## src/rtl/murc_pkg.sv

```systemverilog
// Shared types and constants for the modem URC line parser
package murc_pkg;

    localparam int LineLimitDefault = 160;

    typedef enum logic [1:0] {
        CMD_BYTE        = 2'd0,
        CMD_CLR_PROMPT  = 2'd1,
        CMD_CLR_CONN    = 2'd2,
        CMD_NOP         = 2'd3
    } cmd_t;

    typedef enum logic [3:0] {
        PH_WS1  = 4'd0,
        PH_SGN1 = 4'd1,
        PH_DIG1 = 4'd2,
        PH_WS2  = 4'd3,
        PH_SGN2 = 4'd4,
        PH_DIG2 = 4'd5,
        PH_ONE  = 4'd6,
        PH_TWO  = 4'd7,
        PH_FAIL = 4'd8
    } phase_t;

    typedef enum logic [2:0] {
        KIND_MATCH   = 3'd0,
        KIND_CIPOPEN = 3'd1,
        KIND_CIPEVT  = 3'd2,
        KIND_NETOPEN = 3'd3,
        KIND_IPD     = 3'd4,
        KIND_NONE    = 3'd5
    } kind_t;

    typedef struct packed {
        logic link_up;
        logic network_open;
        logic prompt_seen;
        logic body_valid;
        logic [7:0] body_byte;
        logic body_last;
    } result_t;

    function automatic logic [7:0] prefix_char(input logic [1:0] k, input logic [3:0] i);
        logic [7:0] c;
        c = 8'h00;
        case (k)
            2'd0: case (i)
                4'd0: c = "+"; 4'd1: c = "C"; 4'd2: c = "I"; 4'd3: c = "P";
                4'd4: c = "O"; 4'd5: c = "P"; 4'd6: c = "E"; 4'd7: c = "N";
                4'd8: c = ":"; default: c = 8'h00;
            endcase
            2'd1: case (i)
                4'd0: c = "+"; 4'd1: c = "C"; 4'd2: c = "I"; 4'd3: c = "P";
                4'd4: c = "E"; 4'd5: c = "V"; 4'd6: c = "E"; 4'd7: c = "N";
                4'd8: c = "T"; 4'd9: c = ":"; default: c = 8'h00;
            endcase
            2'd2: case (i)
                4'd0: c = "+"; 4'd1: c = "N"; 4'd2: c = "E"; 4'd3: c = "T";
                4'd4: c = "O"; 4'd5: c = "P"; 4'd6: c = "E"; 4'd7: c = "N";
                4'd8: c = ":"; default: c = 8'h00;
            endcase
            default: case (i)
                4'd0: c = "+"; 4'd1: c = "I"; 4'd2: c = "P"; 4'd3: c = "D";
                4'd4: c = ":"; default: c = 8'h00;
            endcase
        endcase
        return c;
    endfunction

    function automatic logic [3:0] prefix_len(input logic [1:0] k);
        logic [3:0] n;
        case (k)
            2'd0: n = 4'd9;
            2'd1: n = 4'd10;
            2'd2: n = 4'd9;
            default: n = 4'd5;
        endcase
        return n;
    endfunction

    function automatic logic [7:0] closed_char(input logic [2:0] i);
        logic [7:0] c;
        case (i)
            3'd0: c = "C"; 3'd1: c = "L"; 3'd2: c = "O";
            3'd3: c = "S"; 3'd4: c = "E"; 3'd5: c = "D";
            default: c = 8'h00;
        endcase
        return c;
    endfunction

endpackage

```

## src/rtl/murc_num.sv

```systemverilog
// Decimal field parser step: phase advance and saturating accumulate
module murc_num
    import murc_pkg::*;
(
    input  logic [3:0]  phase,
    input  logic [7:0]  ch,
    input  logic        two,
    input  logic [16:0] num1,
    input  logic [16:0] num2,
    output logic [3:0]  phase_next,
    output logic [16:0] num1_next,
    output logic [16:0] num2_next
);

    logic        dig;
    logic        sgn;
    logic        blank;
    logic [15:0] acc_in;
    logic [20:0] prod;
    logic [15:0] acc_mag;

    assign dig   = (ch >= "0") && (ch <= "9");
    assign sgn   = (ch == "+") || (ch == "-");
    assign blank = (ch == " ") || (ch == 8'h09) || (ch == 8'h0B) || (ch == 8'h0C)
                   || (ch == 8'h0D) || (ch == 8'h0A);

    assign acc_in = (phase == PH_WS1 || phase == PH_SGN1 || phase == PH_DIG1)
                    ? num1[15:0] : num2[15:0];
    assign prod   = {5'd0, acc_in} * 21'd10 + {17'd0, ch[3:0]};
    assign acc_mag = (prod > 21'd65535) ? 16'hFFFF : prod[15:0];

    always_comb
    begin
        phase_next = phase;
        num1_next  = num1;
        num2_next  = num2;
        case (phase)
            PH_WS1:
            begin
                if (blank) phase_next = PH_WS1;
                else if (sgn)
                begin
                    if (ch == "-") num1_next[16] = 1'b1;
                    phase_next = PH_SGN1;
                end
                else if (dig)
                begin
                    num1_next = {num1[16], acc_mag};
                    phase_next = PH_DIG1;
                end
                else phase_next = PH_FAIL;
            end
            PH_SGN1:
            begin
                if (dig)
                begin
                    num1_next = {num1[16], acc_mag};
                    phase_next = PH_DIG1;
                end
                else phase_next = PH_FAIL;
            end
            PH_DIG1:
            begin
                if (dig) num1_next = {num1[16], acc_mag};
                else if (two && ch == ",") phase_next = PH_WS2;
                else phase_next = PH_ONE;
            end
            PH_WS2:
            begin
                if (blank) phase_next = PH_WS2;
                else if (sgn)
                begin
                    if (ch == "-") num2_next[16] = 1'b1;
                    phase_next = PH_SGN2;
                end
                else if (dig)
                begin
                    num2_next = {num2[16], acc_mag};
                    phase_next = PH_DIG2;
                end
                else phase_next = PH_ONE;
            end
            PH_SGN2:
            begin
                if (dig)
                begin
                    num2_next = {num2[16], acc_mag};
                    phase_next = PH_DIG2;
                end
                else phase_next = PH_ONE;
            end
            PH_DIG2:
            begin
                if (dig) num2_next = {num2[16], acc_mag};
                else phase_next = PH_TWO;
            end
            default: phase_next = phase;
        endcase
    end

endmodule

```

## src/rtl/modem_urc_line_parser_core.sv

```systemverilog
// Top level of the modem URC line parser
// An accepted word's result word is registered in the output register in the next cycle.
// Throughput: one word per cycle while in_stall is low; the whole step is one pass of logic over the parser state.
// The output register holds a result while stalled; a new word enters when it empties
// or drains in the same cycle.
// Reset: rst_n asynchronously clears all flags, counters and the parse state.
module modem_urc_line_parser_core
    import murc_pkg::*;
#(
    parameter int LINE_LIMIT = LineLimitDefault
)
(
    input  logic       clk,
    input  logic       rst_n,
    input  logic       in_valid,
    output logic       in_stall,
    input  logic [1:0] command,
    input  logic [7:0] rx_byte,
    output logic       out_valid,
    input  logic       out_stall,
    output logic       link_up,
    output logic       network_open,
    output logic       prompt_seen,
    output logic       body_valid,
    output logic [7:0] body_byte,
    output logic       body_last
);

    logic        conn_reg, conn_next;
    logic        net_reg, net_next;
    logic        prompt_reg, prompt_next;
    logic [15:0] body_rem_reg, body_rem_next;
    logic [7:0]  pos_reg, pos_next;
    logic        cut_reg, cut_next;
    logic [2:0]  kind_reg, kind_next;
    logic [3:0]  fld_reg, fld_next;
    logic [16:0] num1_reg, num1_next;
    logic [16:0] num2_reg, num2_next;
    logic [2:0]  cls_reg, cls_next;
    logic        out_valid_reg;
    result_t     res_reg, res_next;

    logic        take;
    logic [3:0]  ph_step;
    logic [16:0] n1_step, n2_step;
    logic [3:0]  elim;
    logic [2:0]  found;
    logic [3:0]  idx4;
    logic        first_ok, second_ok;

    assign in_stall = out_valid_reg && out_stall;
    assign take     = in_valid && !in_stall;
    assign idx4     = pos_reg[3:0];

    murc_num u_num (
        .phase      (fld_reg),
        .ch         (rx_byte),
        .two        (kind_reg != KIND_NETOPEN),
        .num1       (num1_reg),
        .num2       (num2_reg),
        .phase_next (ph_step),
        .num1_next  (n1_step),
        .num2_next  (n2_step)
    );

    always_comb
    begin
        elim  = fld_reg;
        found = 3'd0;
        for (int k = 0; k < 4; k++)
        begin
            if (!fld_reg[k])
            begin
                if (pos_reg < {4'd0, prefix_len(2'(k))}
                    && rx_byte == prefix_char(2'(k), idx4))
                begin
                    if (pos_reg == {4'd0, prefix_len(2'(k)) - 4'd1})
                        found = 3'(k + 1);
                end
                else elim[k] = 1'b1;
            end
        end
    end

    assign first_ok  = (fld_reg >= PH_DIG1) && (fld_reg <= PH_TWO);
    assign second_ok = (fld_reg == PH_DIG2) || (fld_reg == PH_TWO);

    always_comb
    begin
        conn_next     = conn_reg;
        net_next      = net_reg;
        prompt_next   = prompt_reg;
        body_rem_next = body_rem_reg;
        pos_next      = pos_reg;
        cut_next      = cut_reg;
        kind_next     = kind_reg;
        fld_next      = fld_reg;
        num1_next     = num1_reg;
        num2_next     = num2_reg;
        cls_next      = cls_reg;
        res_next      = '0;
        case (cmd_t'(command))
            CMD_CLR_PROMPT: prompt_next = 1'b0;
            CMD_CLR_CONN:   conn_next = 1'b0;
            CMD_BYTE:
            begin
                if (rx_byte == ">") prompt_next = 1'b1;
                else if (body_rem_reg != 16'd0)
                begin
                    res_next.body_valid = 1'b1;
                    res_next.body_byte  = rx_byte;
                    res_next.body_last  = (body_rem_reg == 16'd1);
                    body_rem_next = body_rem_reg - 16'd1;
                end
                else if (rx_byte == 8'h0A)
                begin
                    if (pos_reg != 8'd0)
                    begin
                        case (kind_reg)
                            KIND_CIPOPEN: conn_next = first_ok && second_ok
                                && num1_reg[15:0] == 16'd0 && num2_reg[15:0] == 16'd0;
                            KIND_CIPEVT: if (cls_reg == 3'd6) conn_next = 1'b0;
                            KIND_NETOPEN: if (first_ok && num1_reg[15:0] == 16'd0)
                                net_next = 1'b1;
                            KIND_IPD: if (second_ok && num1_reg[15:0] == 16'd0
                                && !num2_reg[16] && num2_reg[15:0] != 16'd0)
                                body_rem_next = num2_reg[15:0];
                            default: ;
                        endcase
                        pos_next  = 8'd0;
                        cut_next  = 1'b0;
                        kind_next = KIND_MATCH;
                        fld_next  = 4'd0;
                        num1_next = '0;
                        num2_next = '0;
                        cls_next  = 3'd0;
                    end
                end
                else if (rx_byte != 8'h0D && pos_reg < 8'(LINE_LIMIT - 1))
                begin
                    pos_next = pos_reg + 8'd1;
                    if (!cut_reg)
                    begin
                        if (rx_byte == 8'h00) cut_next = 1'b1;
                        else
                        begin
                            if (cls_reg < 3'd6)
                            begin
                                if (rx_byte == closed_char(cls_reg)) cls_next = cls_reg + 3'd1;
                                else cls_next = (rx_byte == "C") ? 3'd1 : 3'd0;
                            end
                            case (kind_reg)
                                KIND_MATCH:
                                begin
                                    if (found != 3'd0)
                                    begin
                                        kind_next = found;
                                        fld_next  = PH_WS1;
                                    end
                                    else if (elim == 4'hF)
                                    begin
                                        kind_next = KIND_NONE;
                                        fld_next  = 4'd0;
                                    end
                                    else fld_next = elim;
                                end
                                KIND_CIPOPEN, KIND_NETOPEN, KIND_IPD:
                                begin
                                    fld_next  = ph_step;
                                    num1_next = n1_step;
                                    num2_next = n2_step;
                                end
                                default: ;
                            endcase
                        end
                    end
                end
            end
            default: ;
        endcase
        res_next.link_up      = conn_next;
        res_next.network_open = net_next;
        res_next.prompt_seen  = prompt_next;
    end

    always_ff @(posedge clk or negedge rst_n)
    begin
        if (!rst_n)
        begin
            conn_reg      <= 1'b0;
            net_reg       <= 1'b0;
            prompt_reg    <= 1'b0;
            body_rem_reg  <= '0;
            pos_reg       <= '0;
            cut_reg       <= 1'b0;
            kind_reg      <= KIND_MATCH;
            fld_reg       <= '0;
            num1_reg      <= '0;
            num2_reg      <= '0;
            cls_reg       <= '0;
            out_valid_reg <= 1'b0;
        end
        else
        begin
            if (take)
            begin
                conn_reg     <= conn_next;
                net_reg      <= net_next;
                prompt_reg   <= prompt_next;
                body_rem_reg <= body_rem_next;
                pos_reg      <= pos_next;
                cut_reg      <= cut_next;
                kind_reg     <= kind_next;
                fld_reg      <= fld_next;
                num1_reg     <= num1_next;
                num2_reg     <= num2_next;
                cls_reg      <= cls_next;
            end
            if (take) out_valid_reg <= 1'b1;
            else if (!out_stall) out_valid_reg <= 1'b0;
        end
    end

    always_ff @(posedge clk)
    begin
        if (take) res_reg <= res_next;
    end

    assign out_valid    = out_valid_reg;
    assign link_up      = res_reg.link_up;
    assign network_open = res_reg.network_open;
    assign prompt_seen  = res_reg.prompt_seen;
    assign body_valid   = res_reg.body_valid;
    assign body_byte    = res_reg.body_byte;
    assign body_last    = res_reg.body_last;

    a_pos_limit: assert property (@(posedge clk) disable iff (!rst_n)
        pos_reg < 8'(LINE_LIMIT))
        else $error("line position past limit");
    a_cls_range: assert property (@(posedge clk) disable iff (!rst_n)
        cls_reg <= 3'd6)
        else $error("closed match progress out of range");
    a_body_count: assert property (@(posedge clk) disable iff (!rst_n)
        take && body_rem_reg != 16'd0 && rx_byte != ">" && command == CMD_BYTE
        |=> body_rem_reg == $past(body_rem_reg) - 16'd1)
        else $error("body count did not drop");
    a_last_flag: assert property (@(posedge clk) disable iff (!rst_n)
        out_valid && body_last |-> body_valid)
        else $error("body_last without body_valid");

endmodule

```

## config.mk

```make
export PLATFORM = sky130hd
export DESIGN_NAME = modem_urc_line_parser_core
export DESIGN_NICKNAME = d
export VERILOG_FILES = /design/src/rtl/murc_pkg.sv /design/src/rtl/murc_num.sv /design/src/rtl/modem_urc_line_parser_core.sv
export SDC_FILE = /design/constraint.sdc
export NUM_CORES = 1
export LEC_CHECK = 0
export BUFFER_PORTS_ARGS = -buffer_cell sky130_fd_sc_hd__buf_2
export CORE_ASPECT_RATIO = 0.8
export CORE_MARGIN = 8
export CORE_UTILIZATION = 50
export DETAILED_ROUTE_END_ITERATION = 6
export PLACE_DENSITY = 0.67
export SLEW_MARGIN = 20
export SYNTH_ARGS = -nofsm -noshare
export SYNTH_HDL_FRONTEND = slang
export SYNTH_SLANG_ARGS = --single-unit
```

## constraint.sdc

```tcl
create_clock -name clk -period 6.2 [get_ports clk]
set_clock_uncertainty 0.1 [all_clocks]
set_input_delay 1.24 -clock clk [delete_from_list [all_inputs] [get_ports clk]]
set_output_delay 1.24 -clock clk [all_outputs]
set_load 0.005 [all_outputs]
```

# Yosys cells after proc, flatten, opt, wreduce, memory -nomap -nowiden
# Memories as Yosys holds them, arrays and structs flattened.
# Index checks and enable logic that the tools add are counted.
dict set report totals {
  reg_bits 86
  rom_bits 336
  in_bits 14
  elab_cells 306
  mem_count 3
}
dict set report classes {
  n_addsub 8
  mul 1
  magnitude_cmp 11
  n_eq_ne 59
  muxes 135
  bitwise_logic 3
  reduce_logical 66
}
# name depth word_bits rd rd_clocked_by_memory_dff wr line
set mem_list {}
lappend mem_list {{(no name shown)} 16 7 1 0 0 murc_pkg.sv:47} ;# 2'd0: case (i)
lappend mem_list {{(no name shown)} 16 7 1 0 0 murc_pkg.sv:52} ;# 2'd1: case (i)
lappend mem_list {{(no name shown)} 16 7 1 0 0 murc_pkg.sv:57} ;# 2'd2: case (i)
# cell n
set op_table {}
lappend op_table {{two-way mux 17 bit} 13}
lappend op_table {{two-way mux 16 bit} 11}
lappend op_table {{two-way mux 8 bit} 15}
lappend op_table {{two-way mux 4 bit} 25}
lappend op_table {{two-way mux 3 bit} 24}
lappend op_table {{one-hot mux 17 bit (2 select lines)} 2}
lappend op_table {{AND reduction 12 bit} 5}
lappend op_table {{one-hot mux 7 bit (6 select lines)} 1}
lappend op_table {{== test 8 x 4 -> 1 bit, second input constant} 5}
lappend op_table {{== test 8 x 6 -> 1 bit, second input constant} 5}
lappend op_table {{== test 8 bit} 5}
lappend op_table {{two-way mux 1 bit} 35}
lappend op_table {{one-hot mux 7 bit (5 select lines)} 1}
lappend op_table {{== test 8 x 4 -> 1 bit} 4}
lappend op_table {{zero test 16 bit} 2}
lappend op_table {{less-than comparator 8 x 4 -> 1 bit} 4}
lappend op_table {{nonzero test 16 bit} 2}
lappend op_table {{one-hot mux 4 bit (6 select lines)} 1}
lappend op_table {{adder 20 x 4 -> 21 bit} 1}
lappend op_table {{greater-than comparator 21 x 16 -> 1 bit, second input constant} 1}
lappend op_table {{multiplier 16 x 3 -> 19 bit, second input constant} 1}
lappend op_table {{logical AND 1 bit} 17}
lappend op_table {{== test 16 x 1 -> 1 bit, second input constant} 1}
lappend op_table {{== test 4 x 2 -> 1 bit, second input constant} 4}
lappend op_table {{other kinds (46)} 98}

# Logic depth before layout (Yosys ltp)
# Gate-level depths: netlist of the first run.
# An unclocked memory read counts as a cell.
dict set report logic_depth {
  ltp_word 27
  depth_mapped 17
  depth_no_buf 15
}

# Hierarchy
# From an unflattened synthesis of the first run, not the netlist that was laid out.
dict set report hier_totals {
  cells_unflattened 993
  hier_area_um2 7897.6
}
# module n_inst cells_per_inst area_per_inst_um2 seq_area_each_um2
set modules_own_cells {}
lappend modules_own_cells {modem_urc_line_parser_core 1 637 5407.7 2217.1}
lappend modules_own_cells {murc_num 1 356 2489.9 0.0}

# Least setup slack after synthesis of the first run
# No wires, ideal clock.
dict set report synth_timing {
  kind {reg2reg}
  startpoint {register fld_reg[1]}
  endpoint {register num1_reg[0]}
  setup_ps 125
  arrival_ps 4877
  required_time_ps 5975
  setup_slack_ps 1099
  stages_incl_launch_ff 17
  synth_period_minus_slack_ps 5101
  cell_sequence {dfrtp_1 > clkbuf_1 > a211oi_2 > clkbuf_1 > mux2_2 > ha_1 > ha_1 > fa_1 > a211oi_2 > o21ai_1 > o211a_1 > or4_1 > nand3_1 > and4_4 > o2111ai_4 > o21a_1 > mux2_2}
}
dict set report synth_between {
  elab_chain_len 17
}
# item line
set synth_rtl {}
lappend synth_rtl {{start: declaration} modem_urc_line_parser_core.sv:36} ;# logic [3:0] fld_reg, fld_next;
lappend synth_rtl {{start signal: assignment} modem_urc_line_parser_core.sv:214} ;# fld_reg <= fld_next;
lappend synth_rtl {{== test 4 x 1 -> 1 bit / zero test 4 bit (equally long branches)} {murc_num.sv:27, murc_num.sv:37}}
lappend synth_rtl {{logical OR 1 bit (2 in a row)} murc_num.sv:27} ;# assign acc_in = (phase == PH_WS1 || phase == PH_SGN1 || phase == PH_DIG1)
lappend synth_rtl {{two-way mux 16 bit} murc_num.sv:28} ;# ? num1[15:0] : num2[15:0];
lappend synth_rtl {{multiplier 16 x 3 -> 19 bit} murc_num.sv:29} ;# assign prod = {5'd0, acc_in} * 21'd10 + {17'd0, ch[3:0]};
lappend synth_rtl {{adder 20 x 4 -> 21 bit} murc_num.sv:29}
lappend synth_rtl {{greater-than comparator 21 x 16 -> 1 bit} murc_num.sv:30} ;# assign acc_mag = (prod > 21'd65535) ? 16'hFFFF : prod[15:0];
lappend synth_rtl {{two-way mux 16 bit} murc_num.sv:30}
lappend synth_rtl {{two-way mux 16 bit} {murc_num.sv:46, murc_num.sv:55, murc_num.sv:64}}
lappend synth_rtl {{two-way mux 16 bit} murc_num.sv:41} ;# else if (sgn)
lappend synth_rtl {{two-way mux 17 bit} murc_num.sv:40} ;# if (blank) phase_next = PH_WS1;
lappend synth_rtl {{one-hot mux 17 bit (2 select lines)} murc_num.sv:37} ;# case (phase)
lappend synth_rtl {{two-way mux 17 bit} modem_urc_line_parser_core.sv:152} ;# case (kind_reg)
lappend synth_rtl {{two-way mux 17 bit} modem_urc_line_parser_core.sv:144} ;# if (rx_byte == 8'h00) cut_next = 1'b1;
lappend synth_rtl {{two-way mux 17 bit} modem_urc_line_parser_core.sv:142} ;# if (!cut_reg)
lappend synth_rtl {{two-way mux 17 bit} modem_urc_line_parser_core.sv:139} ;# else if (rx_byte != 8'h0D && pos_reg < 8'(LINE_LIMIT - 1))
lappend synth_rtl {{two-way mux 17 bit} modem_urc_line_parser_core.sv:115} ;# else if (rx_byte == 8'h0A)
lappend synth_rtl {{end signal: assignment} modem_urc_line_parser_core.sv:215} ;# num1_reg <= num1_next;
lappend synth_rtl {{end: declaration} modem_urc_line_parser_core.sv:37} ;# logic [16:0] num1_reg, num1_next;
# Parallel ways exist; a longest one is shown, timed or not. The select of a mux whose other input is x is not followed.
# A chain may end at the register's enable or synchronous reset.

# Worst setup path after layout of the first run
# Ends and elaborated chain as after synthesis.

==> results of run 1 <==
-- per-layer routing --
layer / GRT usage [%] / wire (um) / vias to the layer above / part of all wire, %
met5: 0 / 0 / - / 0
met4: 4.468 / 184 / 0 / 1.0
met3: 5.040 / 1462 / 16 / 8.2
met2: 27.72 / 7274 / 218 / 41
met1: 29.43 / 8847 / 2906 / 50
li1: - / - / 3054 / -
-- logic make-up after synthesis --
family | Yosys count
flip-flops | 85
AND/OR/NAND/NOR | 348
adder cells (fa/ha/maj) | 42
buffers and inverters | 76
AO/OA/AOI/OAI | 222
multiplexers | 30
XOR/XNOR | 35
-- layout by cell type (no fill, tap or decap), drive strengths merged, types with 8 or more instances in the layout --
cell type,n
xnor2,15
mux2i,12
nand3,21
mux2,18
dfrtp,72
xor2,20
nor2b,18
o21ai,79
clkbuf,9
a21oi,53
nand4,8
o31ai,9
nor2,80
buf,31
nor4b,9
and2,8
nor3,32
nor4,15
inv,35
nand2b,10
nand2,89
and3,18
a211oi,9
or3,11
edfxtp,13
ha,40
-- critical path: stages, from the launching register on --
cell and delay, ns:
dfrtp_1 0.55, a211oi_2 0.61, mux2i_1 0.39, inv_1 0.08, ha_1 0.30, ha_1 0.26
fa_1 0.46, a211oi_2 0.30, nor2_1 0.10, xor2_1 0.38, nand4_2 0.23, nor4b_4 0.35
and4_4 0.28, o2111ai_4 0.23, o21a_1 0.29, mux2_2 0.27
-- worst max path at each step --
| stage | start | endpoint | slack (ns) | depth (start not counted) |
|---|---|---|---|---|
| 6_report | fld_reg[1] | num1_reg[0] | 0.90 | 15 |
| 5_1_grt | fld_reg[1] | num1_reg[0] | 0.50 | 15 |
| 4_1_cts | fld_reg[1] | num1_reg[0] | 0.94 | 15 |
| 3_5_place_dp | fld_reg[1] | num1_reg[0] | 0.98 | 15 |
| 3_3_place_gp | fld_reg[1] | num1_reg[0] | 1.12 | 15 |
| 2_1_floorplan | fld_reg[1] | num1_reg[0] | 1.10 | 16 |
-- cell type report --
type	count	area [um^2]
Fill cell	1213	6148
Multi-Input combinational cell	677	4538
Sequential cell	85	2192
Clock buffer	9	225.2
Timing Repair Buffer	31	162.7
Tap cell	180	225.2
Clock inverter	7	81.33
Inverter	32	120.1
-- through the flow --
step / std cells / power (mW) / hold slack [ns]
final: 1021 / 1.248 / 0.3986
after global routing: 1021 / 1.292 / 0.4126
after CTS: 1021 / 1.253 / 0.4015
after detailed placement: 1005 / 0.6991 / 0.3877
after global placement: 1005 / 0.6968 / 0.3794
after floorplan: 838 / 0.6606 / 0.3597
-- power by group --
group	total [mW]	switching, mW	internal (mW)
combinational	0.0995	0.0672	0.0324
clock	0.559	0.241	0.318
sequential	0.589	0.00959	0.580
==> results.cfg, run 1 <==
[logic_synthesis]
synth_top_cell_area_share_pct = 25.55
syn_inst = 838
synth-compound-area-share_pct = 20.82
synth-xor-area-share_pct = 4.454
yosysTopAreaCell = dfrtp_1
yosysMostFrequentCell = nand2_1
syn_nets = 894
yosysWarnings = 0
syn-cell-area_um2 = 7051
synth_edf_count = 13
ys_ff_latch = 85
synth_area_per_cell_um2 = 8.413
synth_ff_type = dfrtp_1
netlist_top_cells_area = dfrtp_1 (26%), ha_1 (7.1%), edfxtp_1 (5.5%)
muxShareOfSynthArea_pct = 4.632
ys_seq_area_share_pct = 31.09
async_flop_share_pct = 84.71
synthAdderAreaFrac_pct = 7.666
synth_top_family_by_area = simple AND/OR/NAND/NOR gates
synthTopCellsByCount = nand2_1 (88), nor2_1 (80), dfrtp_1 (72), o21ai_0 (67), a21oi_1 (53)
synthSimpleGateAreaFrac_pct = 26.80
ys_types = 92

[place]
portBuffers = 28
dp_slack_ns = 0.9783
place_congestion = 0.9470
dp_hpwl_mm = 13.06
placed_area_um2 = 7238

[routing]
wl_mm = 17.77
routedWlPerCell_um = 17.40
drt_iter0_markers = 543
vias = 6194
viasPerCell = 6.067
dr.pass1.iters = 5
postRouteAntennaNets = 0
drc = 0

[grt]
grtUsageTotal_pct = 19.68
antenna_found_initial = 0
grt_pass1_vias = 5636
grt_pass1_wl_mm = 29.01
grt_overflow_total = 0
grt_max_degree = 73

[finish]
diodes = 0
largest_reg_flops = 17
nNetsFinal = 892
final_util_pct = 55.10
postLayoutCellArea_um2 = 7545
drive_gt1_share_pct = 12.13
syn2layout_area_growth_pct = 7.010

[worst_setup_path]
required_ns = 6.34
r2r_cells = 15
critPathMaxFanout = 16
r2r_end = num1_reg[0]
cp.arrival_ns = 5.44
r2r-start = fld_reg[1]
worstSetupEndpointType = register
criticalPathCategory = reg -> reg
crit_path_start_kind = register
reg2reg_slack_ns = 0.90

[power]
ir_drop_uv = 138.0
p_leak_nw = 3.449
powerDensity_nw_per_um2 = 165.4

[die]
num_rows = 38
io_pins = 29
initial_core_util_pct = 51.49
core-area_um2 = 13690
dieArea_um2 = 18180
fp.dieW_um = 148.8
die_height_um = 122.2

[clock_tree]
insertion_delay_ns = 0.35
cts_htree_levels = 3
ctsLongestPathBuffers = 2
clk_pin_slew_ns = 0.07
cts_root_buf = clkbuf_16
cts.sinks = 85
post_cts_buffers = 0
cts_buffers = 9
cts_resized = 0
ctsHoldBuffers = 0
cts_tree = yes

[sta]
max_freq_mhz = 188.6
fin_ws_ns = 0.8978
relSlewSlack_pct = 36.08
period_share_pct = 85.52
grt_setup_unrepaired = no
setup_violations = 0
timing.setup.tns_ns = 0
hold_viol = 0
fin_crit_ns = 5.302
maxSlewViolCount = 0
tightest_slew_ns = 0.9588

[worst_hold_path]
hold_path.class = reg -> reg
min_path_cells = 1
min-delay-start = net_reg
hold_path_end = net_reg

[outcome]
status = finished clean

[flow_run]
drv_cap = 0
No activity file was read; power rests on OpenSTA's default activity.
==> run 2: changes to the inputs <==
--- a/config.mk
+++ b/config.mk
@@ -6,11 +6,14 @@
 export NUM_CORES = 1
 export LEC_CHECK = 0
 export BUFFER_PORTS_ARGS = -buffer_cell sky130_fd_sc_hd__buf_2
+export CAP_MARGIN = 20
+export CELL_PAD_IN_SITES_DETAIL_PLACEMENT = 0
+export CELL_PAD_IN_SITES_GLOBAL_PLACEMENT = 1
 export CORE_ASPECT_RATIO = 0.8
 export CORE_MARGIN = 8
-export CORE_UTILIZATION = 50
+export CORE_UTILIZATION = 48
 export DETAILED_ROUTE_END_ITERATION = 6
-export PLACE_DENSITY = 0.67
+export PLACE_DENSITY_LB_ADDON = 0.1
 export SLEW_MARGIN = 20
 export SYNTH_ARGS = -nofsm -noshare
 export SYNTH_HDL_FRONTEND = slang
==> results.cfg, run 2 (synthesis gave the netlist of run 1 again) <==
[clock_tree]
cts_htree_levels = 3
cts_buffers = 9
cts_root_buf = clkbuf_16
cts_resized = 0
cts.sinks = 85
post_cts_buffers = 0
cts_tree = yes
insertion_delay_ns = 0.33
ctsLongestPathBuffers = 2
ctsHoldBuffers = 0
clk_pin_slew_ns = 0.07

[sta]
period_share_pct = 86.45
fin_crit_ns = 5.360
maxSlewViolCount = 0
max_freq_mhz = 186.6
relSlewSlack_pct = 28.77
tightest_slew_ns = 1.060
hold_viol = 0
grt_setup_unrepaired = no
setup_violations = 0
fin_ws_ns = 0.8399
timing.setup.tns_ns = 0

[power]
total_power_mw = 1.246
p_leak_nw = 3.459
ir_drop_uv = 151.4
powerDensity_nw_per_um2 = 164.9

[place]
dp_slack_ns = 0.9251
placed_area_um2 = 7251
dp_hpwl_mm = 14.15
portBuffers = 28
place_congestion = 0.8809

[routing]
routedWlPerCell_um = 18.79
viasPerCell = 6.057
wl_mm = 19.28
vias = 6214
postRouteAntennaNets = 0
drc = 0
dr.pass1.iters = 5
drt_iter0_markers = 529

[grt]
grt_pass1_wl_mm = 31.16
grt_use_met2_pct = 27.85
grtUsageTotal_pct = 20.37
grt_max_degree = 73
grt_overflow_total = 0
grt_pass1_vias = 5846
grt_busiest_layer = met1
use_met1_pct = 32.55
gr-usage-met3_pct = 3.994
antenna_found_initial = 0

[worst_setup_path]
criticalPathCategory = reg -> reg
critPathMaxFanout = 16
required_ns = 6.31
cp.arrival_ns = 5.47
crit_path_start_kind = register
worstSetupEndpointType = register

[finish]
drive_gt1_share_pct = 12.35
syn2layout_area_growth_pct = 7.187
final_common_cell = nand2_1
largest_reg_flops = 17
postLayoutCellArea_um2 = 7557
nNetsFinal = 893
layout_common_cells = nand2_1 (88), nor2_1 (80), dfrtp_1 (72)
diodes = 0
fillers = 1347

[worst_hold_path]
hold_path.class = reg -> reg

[outcome]
status = finished clean

[die]
io_pins = 29
die_height_um = 124.4
core-area_um2 = 14300
num_rows = 39
dieArea_um2 = 18850
fp.dieW_um = 151.5
initial_core_util_pct = 49.31

[flow_run]
drv_cap = 0
==> run 2: power by group <==
part	total (mW)	switching, mW	internal, mW	leakage, nW
registers	0.590	0.0105	0.580	1.10
logic	0.100	0.0676	0.0326	2.21
clock network	0.556	0.237	0.319	0.152
==> run 2: metrics by stage <==
step	hold slack, ns	utilization (%)	instances
2_1_floorplan	0.3597	-	838
3_3_place_gp	0.3766	50.71	1010
3_5_place_dp	0.3815	50.71	1010
4_1_cts	0.4093	52.86	1026
5_1_grt	0.4305	52.86	1026
6_report	0.4043	52.86	1026
==> run 2: area by class of cell <==
cell class	instances	area (um^2)	area share (%)
multi-input combinational	677	4538	60.05
sequential	85	2192	29.01
tap	184	230.2	3.046
clock buffer	9	225.2	2.980
timing repair buffer	32	170.2	2.252
inverter	32	120.1	1.589
clock inverter	7	81.33	1.076
==> run 2: final timing paths <==
| check | from | endpoint | slack (ns) | cells after the start |
|---|---|---|---|---|
| max | fld_reg[1] | num1_reg[0] | 0.84 | 15 |
| min | body_rem_reg[14] | body_rem_reg[14] | 0.40 | 2 |
| max reg2reg | fld_reg[1] | num1_reg[0] | 0.84 | 15 |
| min reg2reg | body_rem_reg[14] | body_rem_reg[14] | 0.40 | 2 |
| max in group asynchronous | rst_n | pos_reg[7] | 4.32 | 2 |
| min in group asynchronous | rst_n | cls_reg[0] | 1.02 | 2 |
==> run 2: worst max-delay path, stage by stage, from the launching register on <==
cell and delay, ns:
dfrtp_1 0.56, a211oi_2 0.52, buf_4 0.31, mux2i_1 0.34, inv_1 0.08, ha_1 0.34, fa_1 0.51, a211oi_2 0.29
nor2_1 0.10, xor2_1 0.36, nand4_2 0.23, nor4b_4 0.38, and4_4 0.29, o2111ai_4 0.28, o21a_1 0.29, mux2_2 0.26
==> run 2: routing by layer <==
| layer | wire length, um | share of wire (%) |
|---|---|---|
| met5 | 0 | 0 |
| met4 | 55 | 0.29 |
| met3 | 1092 | 5.7 |
| met2 | 7769 | 40 |
| met1 | 10360 | 54 |
